==> config.mk <==
export PLATFORM = sky130hd
export DESIGN_NAME = gamepad_report_normalizer
export DESIGN_NICKNAME = d
export VERILOG_FILES = /design/src/sv/gpn_pkg.sv /design/src/sv/gamepad_report_normalizer.sv
export SDC_FILE = /design/constraint.sdc
export NUM_CORES = 1
export LEC_CHECK = 0
export BUFFER_PORTS_ARGS = -buffer_cell sky130_fd_sc_hd__buf_4
export CELL_PAD_IN_SITES_DETAIL_PLACEMENT = 1
export CELL_PAD_IN_SITES_GLOBAL_PLACEMENT = 1
export CORE_UTILIZATION = 45
export DETAILED_ROUTE_END_ITERATION = 10
export PLACE_DENSITY = 0.85
export SYNTH_ARGS = -nofsm -noshare
export SYNTH_HDL_FRONTEND = slang
export SYNTH_SLANG_ARGS = --single-unit
export TNS_END_PERCENT = 100
==> constraint.sdc <==
create_clock -name clk -period 14.55 [get_ports clk]
set_clock_uncertainty 0.15 [all_clocks]
set_input_delay 1.455 -clock clk [delete_from_list [all_inputs] [get_ports clk]]
set_output_delay 1.455 -clock clk [all_outputs]
set_load 0.005 [all_outputs]
==> src/sv/gpn_pkg.sv <==
`timescale 1ns / 1ps

package gpn_pkg;

  typedef enum logic [4:0] {
    ST_IDLE  = 5'b00001,
    ST_LOAD  = 5'b00010,
    ST_DIV   = 5'b00100,
    ST_STORE = 5'b01000,
    ST_EMIT  = 5'b10000
  } state_t;

  typedef enum logic [1:0] {
    STATUS_OK        = 2'd0,
    STATUS_UNPLUGGED = 2'd1,
    STATUS_ERROR     = 2'd2
  } status_t;

  typedef enum logic [1:0] {
    REG_LEFT_STICK  = 2'd0,
    REG_RIGHT_STICK = 2'd1,
    REG_TRIGGER     = 2'd2
  } reg_index_t;

  localparam logic [63:0] RangeReset = 64'hFFFF_0000_FFFF_0000;

  localparam int NumAxes   = 6;
  localparam int AxisBits  = $clog2(NumAxes);
  localparam int DivBits   = 16;
  localparam int DivRadix  = 2;
  localparam int DivCycles = DivBits / DivRadix;
  localparam int DivCntBits = $clog2(DivCycles);

  localparam logic [15:0] StickFloor   = 16'h8000;
  localparam logic [15:0] StickLow     = 16'h8001;
  localparam logic [15:0] QuotLow      = 16'h0000;
  localparam logic [15:0] QuotHigh     = 16'hFFFF;
  localparam logic [15:0] QuotCenter   = 16'h8000;

  localparam logic [11:0] ButtonGroup0 = 12'h00F;
  localparam logic [11:0] ButtonGroup1 = 12'h0F0;
  localparam logic [11:0] ButtonGroup2 = 12'hF00;

  localparam int HatFullTurn = 36000;
  localparam int HatSector   = HatFullTurn / 8;
  localparam int HatHalf     = HatSector / 2;
  localparam logic [15:0] HatCenter = 16'hFFFF;

  localparam logic [3:0] PadUp    = 4'b0001;
  localparam logic [3:0] PadDown  = 4'b0010;
  localparam logic [3:0] PadLeft  = 4'b0100;
  localparam logic [3:0] PadRight = 4'b1000;

  function automatic logic [3:0] pad_dir(input int sector);
    logic [3:0] d;
    case (sector)
      0:       d = PadUp;
      1:       d = PadUp | PadRight;
      2:       d = PadRight;
      3:       d = PadRight | PadDown;
      4:       d = PadDown;
      5:       d = PadDown | PadLeft;
      6:       d = PadLeft;
      7:       d = PadLeft | PadUp;
      8:       d = PadUp;
      default: d = 4'b0000;
    endcase
    return d;
  endfunction

  function automatic logic [3:0] hat_bits(input logic [15:0] angle);
    logic [3:0] bits;
    bits = 4'b0000;
    if (angle != HatCenter) begin
      for (int k = 8; k >= 0; k--) begin
        if ({1'b0, angle} < 17'(HatSector * k + HatHalf)) begin
          bits = pad_dir(k);
        end
      end
    end
    return bits;
  endfunction

  function automatic logic [15:0] pack_buttons(input logic [11:0] b, input logic [3:0] pad);
    logic [11:0] g0;
    logic [11:0] g1;
    logic [11:0] g2;
    g0 = b & ButtonGroup0;
    g1 = b & ButtonGroup1;
    g2 = b & ButtonGroup2;
    return {g0[3:0], g1[7:4], g2[11:8], pad};
  endfunction

endpackage

==> src/sv/gamepad_report_normalizer.sv <==
`timescale 1ns / 1ps

// Gamepad report normalizer.
// Input channel (in_valid/in_ready) carries one raw joystick report; output
// channel (out_valid/out_ready) carries one normalized report per input.
// Configuration: cfg_write_en, cfg_index and cfg_data write one of the three
// 64-bit range registers; write only while no report is in flight.
// Processing: the six axes go one after another through one shared radix-4
// restoring divider. A normal axis goes through setup, the divide steps and
// store; an axis that is clamped or has equal bounds skips the divide steps.
// A report flagged unplugged or erroneous skips the axes and goes straight
// to its final step. in_ready is high only between reports, so the block
// takes no new report until it is through with the last one.
// The result sits in an output register: a stalled receiver does not stop the
// next report from being taken, but holds the block in its final step until
// the output register frees up.
// Reset clears the packet counter and returns the range registers to min 0,
// max 65535 on every axis.

module gamepad_report_normalizer #(
  parameter int POSITION_BITS = 16
) (
  input  logic               clk,
  input  logic               rst,
  input  logic               in_valid,
  output logic               in_ready,
  input  logic [1:0]         report_status,
  input  logic [15:0]        x_position,
  input  logic [15:0]        y_position,
  input  logic [15:0]        z_position,
  input  logic [15:0]        r_position,
  input  logic [15:0]        u_position,
  input  logic [15:0]        v_position,
  input  logic [11:0]        raw_buttons,
  input  logic [15:0]        hat_angle,
  output logic               out_valid,
  input  logic               out_ready,
  output logic               report_valid,
  output logic [15:0]        button_word,
  output logic signed [15:0] left_x,
  output logic signed [15:0] left_y,
  output logic signed [15:0] right_x,
  output logic signed [15:0] right_y,
  output logic [7:0]         left_trigger,
  output logic [7:0]         right_trigger,
  output logic [31:0]        packet_number,
  input  logic               cfg_write_en,
  input  logic [1:0]         cfg_index,
  input  logic [63:0]        cfg_data
);

  localparam logic [15:0] PosMask = 16'((32'd1 << POSITION_BITS) - 1);
  localparam int AxisLast = gpn_pkg::NumAxes - 1;

  gpn_pkg::state_t state;
  gpn_pkg::state_t state_next;

  logic [63:0] ranges [3];
  logic [15:0] pos [gpn_pkg::NumAxes];
  logic [15:0] res [gpn_pkg::NumAxes];
  logic [gpn_pkg::AxisBits-1:0] axis;
  logic [gpn_pkg::DivCntBits-1:0] div_cnt;
  logic [15:0] rem;
  logic [15:0] quot;
  logic [15:0] den;
  logic        item_ok;
  logic [15:0] work_buttons;
  logic [31:0] work_count;
  logic [31:0] packet_counter;

  logic        accept;
  logic        out_free;
  logic [63:0] range_sel;
  logic [15:0] ax_v;
  logic [15:0] ax_lo;
  logic [15:0] ax_hi;
  logic [15:0] ax_diff;
  logic        ax_trig;
  logic        ax_neg;
  logic [31:0] ax_num;
  logic [15:0] rem_next;
  logic [15:0] quot_next;
  logic [16:0] trial;
  logic [15:0] store_val;

  assign in_ready = (state == gpn_pkg::ST_IDLE);
  assign accept   = in_valid && in_ready;
  assign out_free = !out_valid || out_ready;

  assign range_sel = ranges[axis[2:1]];
  assign ax_v      = pos[axis] & PosMask;
  assign ax_lo     = (axis[0] ? range_sel[47:32] : range_sel[15:0]) & PosMask;
  assign ax_hi     = (axis[0] ? range_sel[63:48] : range_sel[31:16]) & PosMask;
  assign ax_diff   = ax_v - ax_lo;
  assign ax_trig   = axis[2];
  assign ax_neg    = axis[0] && !axis[2];
  assign ax_num    = ax_trig ? ({8'd0, ax_diff, 8'd0} - {16'd0, ax_diff})
                             : ({ax_diff, 16'd0} - {16'd0, ax_diff});

  always_comb begin
    rem_next  = rem;
    quot_next = quot;
    trial     = 17'd0;
    for (int i = 0; i < gpn_pkg::DivRadix; i++) begin
      trial     = {rem_next, quot_next[15]};
      quot_next = {quot_next[14:0], 1'b0};
      if (trial >= {1'b0, den}) begin
        trial        = trial - {1'b0, den};
        quot_next[0] = 1'b1;
      end
      rem_next = trial[15:0];
    end
  end

  always_comb begin
    store_val = {~quot[15], quot[14:0]};
    if (store_val == gpn_pkg::StickFloor) begin
      store_val = gpn_pkg::StickLow;
    end
    if (ax_neg) begin
      store_val = -store_val;
    end
    if (ax_trig) begin
      store_val = {8'd0, quot[7:0]};
    end
  end

  always_comb begin
    state_next = state;
    case (state)
      gpn_pkg::ST_IDLE: begin
        if (accept) begin
          state_next = (report_status == gpn_pkg::STATUS_OK) ? gpn_pkg::ST_LOAD
                                                            : gpn_pkg::ST_EMIT;
        end
      end
      gpn_pkg::ST_LOAD: begin
        if (ax_v < ax_lo || ax_v > ax_hi || ax_hi == ax_lo) begin
          state_next = gpn_pkg::ST_STORE;
        end else begin
          state_next = gpn_pkg::ST_DIV;
        end
      end
      gpn_pkg::ST_DIV: begin
        if (div_cnt == gpn_pkg::DivCntBits'(gpn_pkg::DivCycles - 1)) begin
          state_next = gpn_pkg::ST_STORE;
        end
      end
      gpn_pkg::ST_STORE: begin
        state_next = (axis == gpn_pkg::AxisBits'(AxisLast)) ? gpn_pkg::ST_EMIT
                                                           : gpn_pkg::ST_LOAD;
      end
      gpn_pkg::ST_EMIT: begin
        if (out_free) begin
          state_next = gpn_pkg::ST_IDLE;
        end
      end
      default: state_next = gpn_pkg::ST_IDLE;
    endcase
  end

  always_ff @(posedge clk) begin
    if (rst) begin
      state          <= gpn_pkg::ST_IDLE;
      packet_counter <= 32'd0;
      out_valid      <= 1'b0;
      axis           <= '0;
      div_cnt        <= '0;
      for (int i = 0; i < 3; i++) begin
        ranges[i] <= gpn_pkg::RangeReset;
      end
    end else begin
      state <= state_next;
      if (cfg_write_en) begin
        case (cfg_index)
          gpn_pkg::REG_LEFT_STICK:  ranges[0] <= cfg_data;
          gpn_pkg::REG_RIGHT_STICK: ranges[1] <= cfg_data;
          gpn_pkg::REG_TRIGGER:     ranges[2] <= cfg_data;
          default: ;
        endcase
      end
      if (accept && report_status == gpn_pkg::STATUS_OK) begin
        packet_counter <= packet_counter + 32'd1;
      end
      if (accept) begin
        axis <= '0;
      end else if (state == gpn_pkg::ST_STORE && axis != gpn_pkg::AxisBits'(AxisLast)) begin
        axis <= axis + 1'b1;
      end
      if (state == gpn_pkg::ST_LOAD) begin
        div_cnt <= '0;
      end else if (state == gpn_pkg::ST_DIV) begin
        div_cnt <= div_cnt + 1'b1;
      end
      if (state == gpn_pkg::ST_EMIT && out_free) begin
        out_valid <= 1'b1;
      end else if (out_ready) begin
        out_valid <= 1'b0;
      end
    end
  end

  always_ff @(posedge clk) begin
    if (accept) begin
      pos[0]       <= x_position;
      pos[1]       <= y_position;
      pos[2]       <= z_position;
      pos[3]       <= r_position;
      pos[4]       <= u_position;
      pos[5]       <= v_position;
      item_ok      <= (report_status == gpn_pkg::STATUS_OK);
      work_buttons <= gpn_pkg::pack_buttons(raw_buttons, gpn_pkg::hat_bits(hat_angle));
      work_count   <= packet_counter + 32'd1;
    end
    case (state)
      gpn_pkg::ST_LOAD: begin
        den <= ax_hi - ax_lo;
        rem <= ax_num[31:16];
        if (ax_v < ax_lo) begin
          quot <= gpn_pkg::QuotLow;
        end else if (ax_v > ax_hi) begin
          quot <= gpn_pkg::QuotHigh;
        end else if (ax_hi == ax_lo) begin
          quot <= gpn_pkg::QuotCenter;
        end else begin
          quot <= ax_num[15:0];
        end
      end
      gpn_pkg::ST_DIV: begin
        rem  <= rem_next;
        quot <= quot_next;
      end
      gpn_pkg::ST_STORE: begin
        res[axis] <= store_val;
      end
      default: ;
    endcase
    if (state == gpn_pkg::ST_EMIT && out_free) begin
      report_valid  <= item_ok;
      button_word   <= item_ok ? work_buttons : 16'd0;
      left_x        <= item_ok ? $signed(res[0]) : 16'sd0;
      left_y        <= item_ok ? $signed(res[1]) : 16'sd0;
      right_x       <= item_ok ? $signed(res[2]) : 16'sd0;
      right_y       <= item_ok ? $signed(res[3]) : 16'sd0;
      left_trigger  <= item_ok ? res[4][7:0] : 8'd0;
      right_trigger <= item_ok ? res[5][7:0] : 8'd0;
      packet_number <= item_ok ? work_count : 32'd0;
    end
  end

`ifndef SYNTHESIS
  a_counter_advance: assert property (@(posedge clk) disable iff (rst)
    accept && report_status == gpn_pkg::STATUS_OK |=>
      packet_counter == $past(packet_counter) + 32'd1)
    else $error("packet counter did not advance on a valid report");

  a_rem_below_den: assert property (@(posedge clk) disable iff (rst)
    state == gpn_pkg::ST_DIV |-> rem < den)
    else $error("divider remainder not below divisor");

  a_axis_range: assert property (@(posedge clk) disable iff (rst)
    state == gpn_pkg::ST_LOAD |-> axis <= gpn_pkg::AxisBits'(AxisLast))
    else $error("axis index out of range");

  a_emit_sets_valid: assert property (@(posedge clk) disable iff (rst)
    state == gpn_pkg::ST_EMIT && out_free |=> out_valid && in_ready)
    else $error("result transfer not presented after final step");
`endif

endmodule
==> results.md <==
* Outcome: finished clean
* Dpl cells at 3321
* Register-to-Register Path Depth at 20
* Layout net count at 2831
* Req. time, crit path at 14.74 ns
* FF-to-FF setup slack at 7.57 ns
* CTS tree: yes
* Int Pwr at 3.53 mW
* Post-synth top flop: edfxtp_1
* Slew margin rel. at 0.205
* Worst Path Arrival at 7.17 ns
* H-tree levels at 3
* Final Cycle Share at 0.480
* Combinational power share at 0.170
* Via Count at 19392
* Crit path kind: register to register
* NetSw at 1.32 mW
* Clock root cell: clkbuf_16
* Clock buffer depth at 3
* DPL Wire Length at 57.2 mm
* HP Class: register to register
* Peak Freq at 0.143 GHz
* Die H at 258 µm
* Max FO, Critical Path at between 50 and 60
* Syn Area/Cell at 13.5 µm²
* Switching part of the total at 0.272
* Core area at around 65000 µm²
* Peak supply drop at 0.108 mV
* Total power at around 4.8 mW
* Reg power frac at 0.459
* DR vias/cell at 5.62
* Worst setup SP type: register
* Die area at 66800 µm²
* Port Buf Inserts at 326
* Largest stage delay, worst path at 0.75 ns
* P&R area growth vs syn at 19.7%
* Yosys top cell area share at 0.603
* Net Count, Synth at between 2000 and 2500
* Hold path startpoint: packet_counter[1]
* Area after DPL at 33100 µm²
* Vias in the first global route at 21050
* Final hold viol count at 0
* Yosys Warn Count at 0
* Power per cell area at 137 nW/µm²
* DRT Wirelength at just over 80 mm
* CTS resizes at 0
* Fraction of registers with async set/reset at 0
* TritonCTS buffer count at 69
* DR top layer: met4
* CTS sink cnt at between 600 and 700
* Worst R2R Start: axis[0]
* Worst Path Buf+Inv at 3
* Final non-filler cell area at between 30000 and 40000 µm²
* Number of cells on the critical path at 20
* Final Critical Period at ~7.0 ns
* DRC at 0
* Final setup fails at 0
* Clock transition at path regs at 0.06 ns
* Setup total negative slack at 0 ns
* Drt first pass iters at 5
* # Post-CTS Setup Buffers at 0
* Worst-skew pair later-pin latency at 0.63 ns
* RSZ-0062 raised after global routing: no
* Overflow after GRT at 0
* Routed Antenna Nets at 0
* 1st-iter DRT viols at 1155
* First-pass GRT wire length at 123 mm
* Crit end category: register
* Final Instance Count excl. Fillers at 3452
* Max cap viols at 0
* Gpl congestion at 0.893
* Hold endpoint: packet_counter[1]
* R2r endpoint: rem[14]
* Post-Syn Instances at ~2200
* Slew Viols, Final at 0
* M1 wire length at ~32 mm
* Routed wl met3 at 3.77 mm
* Cell taking the most area after synthesis: edfxtp_1
* Synth Cell Area at a little under 30000 µm²
* Clk pwr share at 0.371
* Worst-margin pin slew at 1.18 ns
* Wirelength per Cell at 23.6 µm
* Largest net degree at the start of global routing at 113
* Met2 wire len at ~43 mm
* Worst path top cell family by delay: compound AO/OA/AOI/OAI gates
* Cts hold-fix bufs at 0
* Number of synthesized flops with an enable pin at roughly 600
* All-Layer GR Usage at 0.243
* Hold depth at 2
* Highest-delay cell along the critical path: buf_4
* Initial Util at 0.458
* Initial antenna violation count at 3
* I/O pin count at between 300 and 400
* FF+latch count, synth at 641
* Die X at around 260 µm
* Row cnt at 93
* Share of post-route cells with drive strength above 1 at 0.220
* Seq/Total Area, Yosys at 0.634
* Crit path top cell by count: a21oi_1
* Lkg Pwr at 13.0 nW
* Crit-path cells: buf_4 -> mux4_2 -> nor2_1 -> a21oi_1 -> ha_1 -> inv_1 -> fa_1 -> a21oi_1 -> o21ai_1 -> a21oi_1 -> xnor2_1 -> inv_1 -> ha_1 -> a41oi_1 -> maj3_2 -> o31ai_4 -> a31oi_4 -> o2111a_2 -> a211oi_1 -> a21oi_1
* Yosys cell types at 91
* Synth area leaders: edfxtp_1 60%, ha_1 3.9%, mux4_2 3.7%
[registers in the layout (all words and copies together), names as in the netlist, 16 cells and up, named ones only]
register / count
packet_counter: 32
res: 80
rem: 16
work_buttons: 16
button_word: 16
pos: 96
left_x: 16
quot: 16
ranges: 192
packet_number: 32
den: 16
work_count: 32
left_y: 16
right_x: 16
right_y: 16
[power by group through the flow]
stage | sequential [mW] | clock (mW) | combinational [mW]
global placement | 2.24 | 0 | 0.781
detailed placement | 2.26 | 0 | 0.813
global route | 2.23 | 1.88 | 0.891
finish | 2.22 | 1.80 | 0.823
floorplan | 2.25 | 0 | 0.523
CTS | 2.22 | 1.83 | 0.822
[cells by family after synthesis]
kind of cell	Yosys count	share of synthesized area
adders and majority gates	98	0.0424
DFF	641	0.634
xor gates and xnor gates	138	0.0411
muxes	117	0.0603
and+or+nand+nor	664	0.117
AOI/OAI and AO/OA	375	0.0835
buffers and inverters	159	0.0211
[how the worst max path moves through the flow]
| stage | startpoint | to | slack (ns) |
|---|---|---|---|
| floorplan | out_ready | button_word[0] | 6.49 |
| global placement | register | rem[13] | 7.70 |
| detailed placement | axis[0] | rem[13] | 7.66 |
| CTS | axis[0] | rem[13] | 7.62 |
| global route | axis[0] | rem[13] | 7.25 |
| finish | axis[0] | rem[14] | 7.57 |
[tightest hold or removal path: stages (launching register included)]
cell,delay [ns]
dfxtp_1,0.34
nand2_1,0.07
a21oi_1,0.06
[through the flow]
stage	hold slack [ns]	setup slack, ns	util
after floorplan	0.296	6.49	-
after detailed placement	0.346	7.66	0.511
after CTS	0.356	7.62	0.547
final	0.358	7.57	0.547
after global placement	0.328	7.70	0.511
after global routing	0.394	7.25	0.547
[synthesized netlist by cell type, types with 22 or more instances]
| library cell | count |
|---|---|
| a21o_1 | 36 |
| a21oi_1 | 111 |
| and2_1 | 165 |
| clkbuf_1 | 59 |
| dfxtp_1 | 47 |
| edfxtp_1 | 594 |
| ha_1 | 93 |
| inv_1 | 81 |
| mux2i_1 | 58 |
| mux4_2 | 48 |
| nand2_1 | 112 |
| nand2b_1 | 48 |
| nand3_1 | 34 |
| nor2_1 | 153 |
| nor3_1 | 37 |
| o21ai_0 | 94 |
| or3_1 | 22 |
| xnor2_1 | 76 |
| xor2_1 | 61 |
[routing by layer]
layer  track usage  vias to the layer above
li1              -                     8829
met1         0.287                     9767
met2         0.439                      617
met3        0.0379                      179
met4        0.0996                        0
met5             0                        -
[final cells by class]
type	instances	area, µm²
Tap cell	855	1070
Clock inverter	39	494
Clock buffer	89	1840
Multi-Input combinational cell	1392	10300
Timing Repair Buffer	350	2630
Sequential cell	641	18800
Fill cell	6490	29300
Antenna cell	3	7.51
Inverter	83	317
[placed cells by master (no fill, tap or decap), drive strengths merged, types with 24 or more instances in the layout]
| cell type | Yosys | routed |
|---|---|---|
| ha | 93 | 93 |
| xnor2 | 77 | 77 |
| dfxtp | 47 | 47 |
| xor2 | 61 | 61 |
| nand2b | 48 | 48 |
| edfxtp | 594 | 594 |
| and2 | 165 | 165 |
| o21ai | 99 | 99 |
| buf | 15 | 350 |
| mux2i | 58 | 58 |
| a21oi | 111 | 111 |
| a21o | 36 | 36 |
| or3 | 25 | 25 |
| nand3 | 35 | 35 |
| nor2 | 154 | 154 |
| inv | 82 | 88 |
| nor3 | 39 | 39 |
| mux4 | 48 | 48 |
| clkbuf | 61 | 89 |
| clkinv | 1 | 24 |
| nand2 | 112 | 112 |
(Power assumes the default switching activity.)
